File: config.mk
export PLATFORM = sky130hd
export DESIGN_NAME = rmq_div
export DESIGN_NICKNAME = d
export VERILOG_FILES = /design/src/design/rmq_pkg.sv /design/src/design/rmq_div.sv
export SDC_FILE = /design/constraint.sdc
export NUM_CORES = 2
export LEC_CHECK = 0
export BUFFER_PORTS_ARGS = -buffer_cell sky130_fd_sc_hd__buf_2
export CORE_UTILIZATION = 64
export CTS_CLUSTER_DIAMETER = 60
export DETAILED_ROUTE_END_ITERATION = 10
export PLACE_DENSITY_LB_ADDON = 0.3
export SLEW_MARGIN = 5
export SYNTH_ARGS = -nofsm -noshare
export SYNTH_HDL_FRONTEND = slang
export SYNTH_SLANG_ARGS = --single-unit
export TNS_END_PERCENT = 1
File: constraint.sdc
create_clock -name aclk -period 5.3 [get_ports aclk]
set_clock_uncertainty 0.15 [all_clocks]
set_input_delay 1.06 -clock aclk [delete_from_list [all_inputs] [get_ports aclk]]
set_output_delay 1.06 -clock aclk [all_outputs]
set_load 0.05 [all_outputs]
File: src/design/rmq_pkg.sv
// Shared types and fixed constants of the rotation-matrix-to-quaternion converter.
package rmq_pkg;

    localparam int WORD_BITS = 16;
    // The largest normalized magnitude keeps its leading one at bit NORM_BITS-1.
    localparam int NORM_BITS = 30;
    localparam int SUM_BITS  = 2 * NORM_BITS + 2;
    localparam int ROOT_BITS = SUM_BITS / 2;

    typedef struct packed {
        logic signed [WORD_BITS-1:0] e00;
        logic signed [WORD_BITS-1:0] e01;
        logic signed [WORD_BITS-1:0] e02;
        logic signed [WORD_BITS-1:0] e10;
        logic signed [WORD_BITS-1:0] e11;
        logic signed [WORD_BITS-1:0] e12;
        logic signed [WORD_BITS-1:0] e20;
        logic signed [WORD_BITS-1:0] e21;
        logic signed [WORD_BITS-1:0] e22;
    } rmq_in_t;

    typedef struct packed {
        logic signed [WORD_BITS-1:0] qw;
        logic signed [WORD_BITS-1:0] qx;
        logic signed [WORD_BITS-1:0] qy;
        logic signed [WORD_BITS-1:0] qz;
        logic                        invalid;
    } rmq_out_t;

    // Per-transaction side information that travels alongside the datapath.
    typedef struct packed {
        logic [3:0] neg;
        logic       invalid;
    } rmq_side_t;

endpackage

File: src/design/rmq_div.sv
// Pipelined restoring divider for one quaternion component, one quotient bit per stage.
module rmq_div #(
    parameter int FRAC_BITS = 14
) (
    input  logic                                               aclk,
    input  logic                                               adv,
    input  logic [rmq_pkg::NORM_BITS+FRAC_BITS:0]              num_i,
    input  logic [rmq_pkg::ROOT_BITS-1:0]                      den_i,
    output logic [FRAC_BITS:0]                                 quo_o
);

    localparam int NW = rmq_pkg::NORM_BITS + FRAC_BITS + 1;
    localparam int QB = FRAC_BITS + 1;
    localparam int DB = rmq_pkg::ROOT_BITS;
    localparam int RW = DB + 1;

    logic [RW-1:0] rem_reg [QB];
    logic [QB-1:0] quo_reg [QB];
    logic [QB-1:0] low_reg [QB];
    logic [DB-1:0] den_reg [QB];
    logic [RW-1:0] rem_next[QB];
    logic [QB-1:0] quo_next[QB];
    logic [RW-1:0] rem_in  [QB];
    logic [QB-1:0] quo_in  [QB];
    logic [QB-1:0] low_in  [QB];
    logic [DB-1:0] den_in  [QB];
    logic [RW-1:0] rem_sh  [QB];

    // The quotient never exceeds 2^FRAC_BITS, so the top part of the
    // numerator is already below the divisor and seeds the remainder.
    always_comb begin
        for (int k = 0; k < QB; k++) begin
            if (k == 0) begin
                rem_in[k] = RW'(num_i[NW-1:QB]);
                quo_in[k] = '0;
                low_in[k] = num_i[QB-1:0];
                den_in[k] = den_i;
            end else begin
                rem_in[k] = rem_reg[k-1];
                quo_in[k] = quo_reg[k-1];
                low_in[k] = low_reg[k-1];
                den_in[k] = den_reg[k-1];
            end
            rem_sh[k] = {rem_in[k][RW-2:0], low_in[k][QB-1]};
            if (rem_sh[k] >= {1'b0, den_in[k]}) begin
                rem_next[k] = rem_sh[k] - {1'b0, den_in[k]};
                quo_next[k] = {quo_in[k][QB-2:0], 1'b1};
            end else begin
                rem_next[k] = rem_sh[k];
                quo_next[k] = {quo_in[k][QB-2:0], 1'b0};
            end
        end
    end

    always_ff @(posedge aclk) begin
        if (adv) begin
            for (int k = 0; k < QB; k++) begin
                rem_reg[k] <= rem_next[k];
                quo_reg[k] <= quo_next[k];
                low_reg[k] <= low_in[k] << 1;
                den_reg[k] <= den_in[k];
            end
        end
    end

    assign quo_o = quo_reg[QB-1];

endmodule

# --- Word level (Yosys, flattened, before mapping) ---
# Memory sizes are Yosys's and may differ from the RTL's.
# Index checks and enable logic that the tools add are counted.
classes:
  add_sub_neg: 15
  n_lt_le_gt_ge: 15
  muxes: 32
ops:
  columns: ["operator", "n"]
  rows:
  - ["2-to-1 mux 32 bit", 15]
  - [">= comparator 32 x 31 -> 1 bit", 14]
  - ["subtractor 32 x 31 -> 32 bit", 14]
  - ["subtractor 31 x 31 -> 32 bit", 1]
  - [">= comparator 31 bit", 1]
  - ["2-to-1 mux 1 bit", 17]
word_totals:
  reg_bits: 0
  ramBits: 1380
  output_inout_bits: 15
  wordCells: 66
  n_memories: 4
mem_list:
  columns: ["memory", "depth", "word_bits", "rd", "rd_clocked_by_memory_dff", "write_ports", "line_no", "text"]
  rows:
  - ["rem_reg", 15, 32, 14, 0, 15, "rmq_div.sv:17", "logic [RW-1:0] rem_reg [QB];"]
  - ["den_reg", 15, 31, 14, 0, 15, "rmq_div.sv:20", "logic [DB-1:0] den_reg [QB];"]
  - ["quo_reg", 15, 15, 15, 0, 15, "rmq_div.sv:18", "logic [QB-1:0] quo_reg [QB];"]
  - ["low_reg", 15, 14, 14, 0, 15, "rmq_div.sv:19", "logic [QB-1:0] low_reg [QB];"]

# --- Longest topological paths before layout ---
# An unclocked memory read counts as a cell.
depth:
  depth_word: 3
  ltp_mapped: 15
  depth_no_buf: 13

# --- Worst setup path after synthesis ---
# Ideal clock, no wire load.
synth_path:
  path_type: "input to register"
  start: "in den_i[2] (netlist bit)"
  end: "mem rem_reg[0][29] (netlist bit) (data pin)"
  setup_time_ns: 0.269
  t_arrival_ns: 3.754
  t_required_ns: 4.881
  slack_ns: 1.127
  path_stages: 13
  path_buffers: 2
  path_cell_list: "inv_1 ha_1 nor2b_1 o21ai_0 a21boi_1 o311a_1 or4_1 a21oi_1 o31a_1 o21a_1 clkbuf_1 buf_1 o21ai_0"
synth_rtl:
  columns: ["element", "line_no", "text"]
  rows:
  - ["start, declared", "rmq_div.sv:8", "input logic [rmq_pkg::ROOT_BITS-1:0] den_i,"]
  - ["end, declared", "rmq_div.sv:17", null]

==> out/qor.txt <==
Status: complete, no violations
Initial antenna violation count: 0
Clock slew at reported path FFs: 0.06 ns
Final setup margin: 0.739 ns
GRT Total Usage: 24.3%
Highest Clock Rate: 0.219 GHz
Post-synthesis xor/xnor area fraction: 5.16%
Post-synthesis simple-gate area fraction: 8.58%
Post-Syn Area per Cell: 11.4 um^2
Mapped Nets: 5968
Core Rows: 113
Num ports: 93
Tightest Hold Check Type: reg -> reg
Fin cells: 6920
Final min period: 4.56 ns
Starting Density: 64.7%
Largest family of logic cells by synthesized area: compound AO/OA/AOI/OAI gates
Met3 usage: 3.01%
Complex-gate fraction of the synthesized area: 14.6%
Finish-stage setup viols: 0
Critical Path Start Type: register
Wirelength per Cell: 17.1 um
Yosys warns: 0
Root buffer cell: clkbuf_16
Netlist Area Pre-Place: 0.0614 mm^2
Drt via density: 5.88
Crit-path max FO: 32
Pre-CTS setup slack: 0.637 ns
Clock sink count: 1093
Register area share after synthesis: 53.4%
Max cap viols: 0
Clk buf depth: 3
Most Crowded Layer GR: met2
Final WL: 118 mm
Layout cells sized above 1: 9.32%
Clk Latency, worst-skew pair: 0.71 ns
Post-synthesis mux area share: 3.97%
Cell variety after synth: 80
Nets: 6108
#FFs+latches synth: 1093
Via count: 40.7k
Total CTS buffers: 117
DP Cell Count: 6697
Core box area: 0.0950 mm^2
Worst EP required: 5.60 ns
Critical path's slowest cell: buf_4
Largest net degree at the start of global routing: 105
Final TNS setup: 0 ns
Total power: 40.3 mW
Initial drt markers: 2578
Buf/Inv on CP: 1
Global-route wire length before repair: 194 mm
CP Capture Type: register
I/O Buffers: 92
Post-Synth Adder-Cell Area: 9.92%
CP arrival: 4.87 ns
Cell Pwr Density: 598 mW/mm^2
Post-CTS resize count: 0
Die X: 312 um
Grt total ovfl: 0
CTS tree: built
GPL Wtd Cong: 0.933
Worst rel slew slack: 29.5%
CP cell instances: ha_1 > nor2b_1 > o2111ai_1 > a31oi_1 > a221o_1 > a221o_1 > o21ai_1 > a21oi_1 > o2111a_1 > a2111oi_4 > buf_4 > mux2_2
Synth top area share: 53.4%
Main synth FF type: edfxtp_1
Area Growth Syn to Fin: 9.74%
Post-Synthesis Cells: 5411
Global-route met2 utilization: 47.9%
Vias in the first global route: 41.6k
Post-synth top cells: 1093 x edfxtp_1, 582 x inv_1, 465 x ha_1
Cell mode on critical path: a221o_1
Worst Tran Pin Value: 1.04 ns
Final core utilization: 71.0%
DRC Markers: 0
RSZ-0062 raised after global routing: false
Ys async rst share: 0%
Count leader, synth: edfxtp_1
Number of enable flip-flop cells after synthesis: 1093
HPWL Detailed: 88.7 mm
Cell taking the most area after synthesis: edfxtp_1
Critical path class: reg -> reg
Area contributors post-synth: edfxtp_1 53%, ha_1 9.5%, a21oi_1 3.6%
Static leakage: 27.8 nW
M1 GR Usage: 23.6%
Die Height: 312 um
H-tree level count: 3
Pre-antenna DRT Iters: 6
Total die area: 0.0973 mm^2
Antenna viol nets, final: 0
Fin. Hold Viols: 0
Crit-path max cell delay: 0.44 ns
Tcrit/Tclk final: 86.1%
Hold_buf cts: 0
Family with the most delay on the worst path: compound AO/OA/AOI/OAI gates
Final Max Tran Viols: 0
VDD IR max: 0.312 mV
# Post-CTS Setup Buffers: 0
-- per-layer routing --
| layer | up-vias | part of all wire [%] |
|---|---|---|
| met4 | 0 | 6.0 |
| met1 | 19100 | 36 |
| li1 | 20100 | - |
| met5 | - | 0 |
| met3 | 381 | 3.5 |
| met2 | 1032 | 55 |
-- worst paths after layout --
path                  start         endpoint  slack [ns]  depth (start not counted)
max          rem_reg[1][97]  rem_reg[1][130]        0.74                         12
min           low_reg[0][4]   low_reg[0][19]        0.26                          0
max reg2reg  rem_reg[1][97]  rem_reg[1][130]        0.74                         12
min reg2reg   low_reg[0][4]   low_reg[0][19]        0.26                          0
-- placed cells by master, fill, tap and decap left out, types with 18 or more instances in the layout --
cell type / netlist / layout
xnor2_1: 224 / 224
a21o_1: 195 / 195
nor2_1: 316 / 315
and3_1: 40 / 40
clkinv_2: 0 / 20
o211ai_1: 18 / 18
nand4_1: 62 / 62
mux2_1: 29 / 29
xor2_1: 138 / 138
a21boi_0: 23 / 23
clkbuf_16: 0 / 117
buf_4: 0 / 35
buf_2: 6 / 91
a31oi_1: 51 / 51
o21a_1: 68 / 67
nor3_1: 58 / 57
o31a_1: 22 / 22
a211oi_1: 30 / 30
and2_1: 21 / 21
nand3_1: 87 / 87
a21oi_1: 440 / 440
o41ai_1: 18 / 18
nand2b_1: 48 / 48
ha_1: 465 / 465
o31ai_1: 33 / 33
mux2_2: 175 / 175
edfxtp_1: 1093 / 1093
o21bai_1: 51 / 50
nand2_1: 353 / 353
nor2b_1: 66 / 66
clkinv_1: 0 / 28
inv_1: 582 / 582
o21ai_0: 343 / 343
-- logic make-up after synthesis --
| group | after synthesis |
|---|---|
| AO/OA/AOI/OAI | 1430 |
| XOR/XNOR | 362 |
| adder cells (fa/ha/maj) | 479 |
| buffers and inverters | 699 |
| flip-flops | 1093 |
| multiplexers | 218 |
| AND/OR/NAND/NOR | 1130 |
-- area by class of cell --
| cell class | instances | area [um^2] |
|---|---|---|
| Antenna cell | 1 | 2.50 |
| Inverter | 582 | 2180 |
| Tap cell | 1265 | 1580 |
| Sequential cell | 1093 | 32800 |
| Multi-Input combinational cell | 3619 | 26000 |
| Timing Repair Buffer | 138 | 953 |
| Clock inverter | 88 | 852 |
| Fill cell | 6543 | 27600 |
| Clock buffer | 134 | 2990 |
-- metrics by stage --
step | hold slack [ns] | cell area, um^2
6_report | 0.259 | 67400
5_1_grt | 0.265 | 67400
3_3_place_gp | 0.250 | 63600
3_5_place_dp | 0.255 | 63600
4_1_cts | 0.253 | 67400
2_1_floorplan | 0.250 | 61400
-- report_power, final --
group          leakage, nW  switching, mW  internal, mW  total [mW]
sequential            10.7           1.09          12.8        13.9
clock                 1.86           3.35          4.70        8.05
combinational         15.3           10.1          8.25        18.4
total                 27.8           14.6          25.8        40.3
Note: power is estimated with default switching activity, not from simulation.
