<file path="config.mk">
export PLATFORM = sky130hd
export DESIGN_NAME = rmq_front
export DESIGN_NICKNAME = d
export VERILOG_FILES = /design/src/design/rmq_pkg.sv /design/src/design/rmq_front.sv
export SDC_FILE = /design/constraint.sdc
export NUM_CORES = 1
export LEC_CHECK = 0
export BUFFER_PORTS_ARGS = -buffer_cell sky130_fd_sc_hd__buf_2
export CAP_MARGIN = 20
export CORE_MARGIN = 5
export CORE_UTILIZATION = 45
export CTS_CLUSTER_DIAMETER = 100
export CTS_CLUSTER_SIZE = 8
export DETAILED_ROUTE_END_ITERATION = 8
export GPL_TIMING_DRIVEN = 0
export PLACE_DENSITY = 0.74
export SLEW_MARGIN = 20
export SYNTH_ARGS = -nofsm -noshare
export SYNTH_HDL_FRONTEND = slang
export SYNTH_SLANG_ARGS = --single-unit
</file>
<file path="constraint.sdc">
create_clock -name aclk -period 10.5 [get_ports aclk]
set_input_delay 0.525 -clock aclk [delete_from_list [all_inputs] [get_ports aclk]]
set_output_delay 0.525 -clock aclk [all_outputs]
set_load 0.1 [all_outputs]
</file>
<file path="src/design/rmq_pkg.sv">
// Shared types and fixed constants of the rotation-matrix-to-quaternion converter.
package rmq_pkg;

    localparam int WORD_BITS = 16;
    // The largest normalized magnitude keeps its leading one at bit NORM_BITS-1.
    localparam int NORM_BITS = 30;
    localparam int SUM_BITS  = 2 * NORM_BITS + 2;
    localparam int ROOT_BITS = SUM_BITS / 2;

    typedef struct packed {
        logic signed [WORD_BITS-1:0] e00;
        logic signed [WORD_BITS-1:0] e01;
        logic signed [WORD_BITS-1:0] e02;
        logic signed [WORD_BITS-1:0] e10;
        logic signed [WORD_BITS-1:0] e11;
        logic signed [WORD_BITS-1:0] e12;
        logic signed [WORD_BITS-1:0] e20;
        logic signed [WORD_BITS-1:0] e21;
        logic signed [WORD_BITS-1:0] e22;
    } rmq_in_t;

    typedef struct packed {
        logic signed [WORD_BITS-1:0] qw;
        logic signed [WORD_BITS-1:0] qx;
        logic signed [WORD_BITS-1:0] qy;
        logic signed [WORD_BITS-1:0] qz;
        logic                        invalid;
    } rmq_out_t;

    // Per-transaction side information that travels alongside the datapath.
    typedef struct packed {
        logic [3:0] neg;
        logic       invalid;
    } rmq_side_t;

endpackage

</file>
<file path="src/design/rmq_front.sv">
// Branch selection, sign/magnitude split and magnitude normalization (three stages).
module rmq_front #(
    parameter int FRAC_BITS = 14
) (
    input  logic                                       aclk,
    input  logic                                       adv,
    input  rmq_pkg::rmq_in_t                           in_data,
    output logic [3:0][rmq_pkg::NORM_BITS-1:0]         mag_o,
    output rmq_pkg::rmq_side_t                         side_o
);

    localparam int WB   = rmq_pkg::WORD_BITS;
    localparam int NB   = rmq_pkg::NORM_BITS;
    localparam int MAGW = ((FRAC_BITS > WB) ? FRAC_BITS : WB) + 3;
    localparam int XW   = MAGW + 1;
    localparam int PW   = $clog2(MAGW);
    localparam int SW   = 7;
    localparam logic signed [XW-1:0] ONE_V = XW'(longint'(1) << FRAC_BITS);
    localparam logic [SW-1:0] TOP_W = SW'(NB - 1);

    logic signed [XW-1:0] x00, x01, x02, x10, x11, x12, x20, x21, x22;
    logic signed [XW-1:0] t, r;
    logic signed [XW-1:0] c [4];
    logic [3:0][MAGW-1:0] mag1_next, mag1_reg, mag2_reg;
    rmq_pkg::rmq_side_t   side1_next, side1_reg, side2_reg, side3_reg;
    logic [MAGW-1:0]      orv;
    logic [PW-1:0]        pos2_next, pos2_reg;
    logic [SW-1:0]        pos_w;
    logic [MAGW+NB-1:0]   ext [4];
    logic [3:0][NB-1:0]   mag3_next, mag3_reg;

    // Stage 1: trace test, branch choice, radicand and component vector.
    always_comb begin
        x00 = XW'(in_data.e00); x01 = XW'(in_data.e01); x02 = XW'(in_data.e02);
        x10 = XW'(in_data.e10); x11 = XW'(in_data.e11); x12 = XW'(in_data.e12);
        x20 = XW'(in_data.e20); x21 = XW'(in_data.e21); x22 = XW'(in_data.e22);
        t = x00 + x11 + x22;
        if (t > 0) begin
            r = t + ONE_V;
            c[0] = r;         c[1] = x21 - x12; c[2] = x02 - x20; c[3] = x10 - x01;
        end else if (x00 > x11 && x00 > x22) begin
            r = ONE_V + x00 - x11 - x22;
            c[0] = x21 - x12; c[1] = r;         c[2] = x01 + x10; c[3] = x02 + x20;
        end else if (x11 > x22) begin
            r = ONE_V + x11 - x00 - x22;
            c[0] = x02 - x20; c[1] = x01 + x10; c[2] = r;         c[3] = x12 + x21;
        end else begin
            r = ONE_V + x22 - x00 - x11;
            c[0] = x10 - x01; c[1] = x02 + x20; c[2] = x12 + x21; c[3] = r;
        end
        for (int i = 0; i < 4; i++) begin
            side1_next.neg[i] = c[i][XW-1];
            mag1_next[i] = c[i][XW-1] ? MAGW'(-c[i]) : MAGW'(c[i]);
        end
        side1_next.invalid = r[XW-1] || (r == '0);
    end

    // Stage 2: position of the leading one of the largest magnitude.
    always_comb begin
        orv = mag1_reg[0] | mag1_reg[1] | mag1_reg[2] | mag1_reg[3];
        pos2_next = '0;
        for (int b = 0; b < MAGW; b++) begin
            if (orv[b]) begin
                pos2_next = PW'(b);
            end
        end
    end

    // Stage 3: shift so that the largest magnitude has its leading one at the top bit.
    always_comb begin
        pos_w = SW'(pos2_reg);
        for (int i = 0; i < 4; i++) begin
            if (pos_w >= TOP_W) begin
                ext[i] = {{NB{1'b0}}, mag2_reg[i]} >> (pos_w - TOP_W);
            end else begin
                ext[i] = {{NB{1'b0}}, mag2_reg[i]} << (TOP_W - pos_w);
            end
            mag3_next[i] = ext[i][NB-1:0];
        end
    end

    always_ff @(posedge aclk) begin
        if (adv) begin
            mag1_reg  <= mag1_next;
            side1_reg <= side1_next;
            mag2_reg  <= mag1_reg;
            pos2_reg  <= pos2_next;
            side2_reg <= side1_reg;
            mag3_reg  <= mag3_next;
            side3_reg <= side2_reg;
        end
    end

    assign mag_o  = mag3_reg;
    assign side_o = side3_reg;

endmodule

</file>
Word-level counts from Yosys, hierarchy flattened --
Cells that the tools add are included.
Storage, ports and cells: register bits after elaboration 292
Operators by class: muxes and demuxes 31, add/sub/neg operators 24, shift operators 8, $lt $le $gt $ge 5, bitwise operators 3, reductions and logical operators 4
Operator list (count):
- $mux W80 | 3
- $mux W30 | 4
- $shl A19 B7 Y30 | 4
- $shr A19 B7 Y30 | 4
- $mux W19 | 4
- $neg A19 Y19 | 4
- $mux W5 | 14
- $add A16 B16 Y17 | 4
- $mux W20 | 3
- $or A19 B19 Y19 | 3
- $sub A18 B16 Y19 | 3
- $sub A17 B16 Y18 | 3
- $add A16 B16 Y17 const A | 3
- $sub A16 B16 Y17 | 3
- $gt A16 B16 Y1 | 3
- $logic_not A20 Y1 | 1
- $add A18 B16 Y19 const B | 1
- $add A17 B16 Y18 | 1
- $gt A18 B1 Y1 const B | 1
- $sub A5 B5 Y6 const A | 1
- $sub A5 B5 Y6 const B | 1
- $ge A5 B5 Y1 const B | 1
- $mux W2 | 2
- $reduce_or A3 Y1 | 1
- 3 further kinds | 3

Logic depth before layout (Yosys ltp) --
word-level depth 20, mapped depth 27

Worst setup path after synthesis --
Ideal clock, no wire load.
kind input -> register, start point input port in_data[1] (netlist name), end point register mag1_reg[8] (netlist name) (data pin), slack 4.534 ns, required time 10.240 ns, arrival 5.706 ns, stages on the path 25, library setup time 0.260 ns, buffers on the path 3, cells stage by stage inv_1 > fa_1 > inv_1 > ha_1 > fa_1 > and2_1 > a221o_1 > a21o_1 > o21ai_0 > o21a_1 > xor2_1 > ha_1 > nand2b_1 > mux2i_1 > a31o_2 > buf_4 > buf_2 > buf_2 > nor2_1 > or2_2 > ha_1 > o21ai_1 > o21ai_0 > xor2_1 > mux2_2
RTL lines:
- start: declaration | RTL line rmq_front.sv:7 | input rmq_pkg::rmq_in_t in_data,
- end signal: assignment | RTL line rmq_front.sv:84 | mag1_reg <= mag1_next;
- end: declaration | RTL line rmq_front.sv:24 | logic [3:0][MAGW-1:0] mag1_next, mag1_reg, mag2_reg;

==> metrics.csv <==
metric;value;unit
status;finished, final reports clean;
core;0.0714;mm^2
synth_fp_nets;4224;
grt_max_degree;114;
p_leak;15.2;nW
hold_ws;0.393;ns
viasPerCell;6.33;
critPathRequiredTime;10.79;ns
synthTopCellsByArea;edfxtp_1, ha_1, fa_1;
combPwrFrac;0.572;
path_max_fanout;10;
final_antenna_net_count;0;
die_w;278;um
seqPwrFrac;0.266;
cts-resized-gates;0;
regArea;0.00877;mm^2
synth_area_leader_cell;edfxtp_1;
critPathLaunchType;input pin;
cts_buffers;42;
drcViolationCount;0;
worst_pin_slew;1.20;ns
grt_setup_unrepaired;no;
period_share;0.764;
wl_met3;10.8;mm
rrSetupSlack;4.46;ns
grt_pass1_vias;30420;
final-hold-violation-count;0;
ys_ff_latch;292;
die_y;278;um
relSlewSlack;0.200;
dp_hpwl;133;mm
vias;31539;
setup_tns;0;ns
overflow;0;
cap_violations;0;
cts_tree;built;
hold_end;mag2_reg[0];
cts.sinks;292;
ys.flop_type;edfxtp_1;
cts_setup_buffers;0;
fmax;125;MHz
synth_commonest_cells;nor2_1, nand2_1, ha_1, edfxtp_1, a21oi_1;
switchingPower;3.73;mW
drt_iter0_markers;4108;
drv_slew;0;
multi_input_area;0.0218;mm^2
clock_latency;0.56;ns
dr.pass1.iters;6;
min-delay-start;mag1_reg[0];
worstRegToRegCells;12;
postSynthCellCount;3698;
internal-power;3.65;mW
hold_path_class;reg -> reg;
path_class;in -> reg;
antenna_found_initial;8;
end_kind;flop;
synth.yosys.warnings;0;
cts-root-buf;clkbuf_16;
p_per_area;204;mW/mm^2
rows;98;
whs_path_depth;0;
max-vdd-ir-drop;175;uV
largest_reg_flops;120;
ctsHoldBuffers;0;
rr_startpoint;pos2_reg[1];
synth_edf_count;292;
grtUsageTotal;0.393;
worstReg2RegEnd;mag_o[78];
fin_crit;8.02;ns
fin_ws;2.48;ns
final_layout_size_suffix_gt1_frac;0.126;
synth.distinct_cells;99;
synth_top_area_frac;0.271;
ys_async_sr_fraction;0;
seq_area_frac_synth;0.271;
synth_area_per_cell;8.74;um^2
clk_path_buf_depth;3;
nNetsFinal;4548;
worst_clock_skew;0.0229;ns
gp_congestion;1.07;
wl_met2;73.6;mm
synth_area;0.0323;mm^2
dp_worst_setup_slack;2.13;ns
clock_power_share;0.162;
synth.most_common_cell;nor2_1;
grt_pass1_wl;222;mm
finalSetupViolations;0;
cp.arrival;8.31;ns
ios;271;
portBuffers;270;
drt_wl_total;158;mm
area_delta_synth_final;12.0;%
cts_max_level;2;
start_util;0.453;
dr.max_layer_used;met5;
switching_share;0.505;
fillCellCount;6916;
wirelength_met1;56.1;mm
die_area;0.0773;mm^2
clkTransAtPathRegs;0.05;ns
wl_per_cell;31.8;um
[cells by family (layout without fill, tap and decap cells)]
group                      count (synthesis)  in the layout  synth area share
other                                      1             10          0.000116
AOI/OAI and AO/OA                       1034           1034             0.203
and+or+nand+nor                         1110           1110             0.160
DFF                                      292            292             0.271
adders and majority gates                380            380             0.165
xor gates and xnor gates                 183            183            0.0496
buffers and inverters                    469            795            0.0564
muxes                                    229            229            0.0942
[critical path: stages]
cell and delay (ns):
buf_2 0.13, inv_1 0.10, fa_1 0.56, inv_1 0.05
ha_1 0.22, fa_1 0.48, and2_1 0.16, a221o_1 0.44
a21o_1 0.26, o21ai_0 0.30, o21a_1 0.24, xor2_1 0.17
ha_1 0.26, nand2b_1 0.07, mux2i_1 0.14, a31oi_4 0.50
buf_2 0.36, buf_1 0.74, clkbuf_1 0.56, a211oi_1 0.10
a21oi_1 0.54, inv_1 0.12, ha_1 0.26, o21ai_1 0.39
nor2_1 0.20, and2_0 0.21, and4_1 0.20
[worst max path at each step]
stage	startpoint	endpoint	slack, ns	cells after the start
global route	in_data[1]	mag1_reg[56]	2.40	27
floorplan	in_data[1]	mag1_reg[8]	4.53	25
finish	in_data[1]	mag1_reg[56]	2.48	27
CTS	in_data[1]	mag1_reg[56]	2.66	27
global placement	in_data[1]	mag1_reg[56]	2.16	27
detailed placement	in_data[1]	mag1_reg[56]	2.13	27
[per-stage QoR]
step / power, mW / cell area (um^2) / util / cells
floorplan: 4.39 / 32300 / - / 3698
global placement: 6.02 / 34900 / 0.489 / 4918
detailed placement: 6.02 / 35000 / 0.491 / 4928
CTS: 7.22 / 36200 / 0.507 / 4974
global route: 7.60 / 36200 / 0.507 / 4981
finish: 7.38 / 36200 / 0.507 / 4983
[layer usage]
| metal | global-route usage | vias to the layer above |
|---|---|---|
| li1 | - | 14079 |
| met1 | 0.446 | 15020 |
| met2 | 0.657 | 1878 |
| met3 | 0.0501 | 560 |
| met4 | 0.334 | 2 |
| met5 | 0 | - |
[power groups by stage]
stage                     Sequential (mW)  Clock [mW]  Combinational [mW]
after global routing                 1.98        1.26                4.36
after global placement               1.97           0                4.05
final                                1.96        1.19                4.23
after detailed placement             1.97           0                4.05
after floorplan                      2.21           0                2.19
after CTS                            1.95        1.21                4.06
[cell type report]
class / count / area share
multi-input combinational: 2937 / 0.602
timing repair buffer: 280 / 0.0407
tap: 950 / 0.0328
clock inverter: 4 / 0.00256
antenna: 9 / 0.000622
buffer: 211 / 0.0236
clock buffer: 42 / 0.0290
inverter: 258 / 0.0267
sequential: 292 / 0.242
[cell usage in the layout (no fill, tap or decap), types with 20 or more instances in the layout]
master / instances
a211oi_1: 48
a21o_1: 35
a21oi_1: 291
a31oi_1: 62
and2_1: 20
buf_1: 30
buf_2: 303
clkbuf_1: 143
clkbuf_16: 42
edfxtp_1: 292
fa_1: 77
ha_1: 303
inv_1: 254
mux2_2: 33
mux2i_1: 139
mux4_2: 57
nand2_1: 333
nand2b_1: 28
nand3_1: 88
nor2_1: 352
nor2b_1: 42
nor3_1: 61
nor4_1: 40
o211ai_1: 46
o21a_1: 21
o21ai_0: 222
o22ai_1: 69
or2_2: 20
or3_1: 20
xnor2_1: 128
xor2_1: 51
Power figures use the tool's default switching activity.
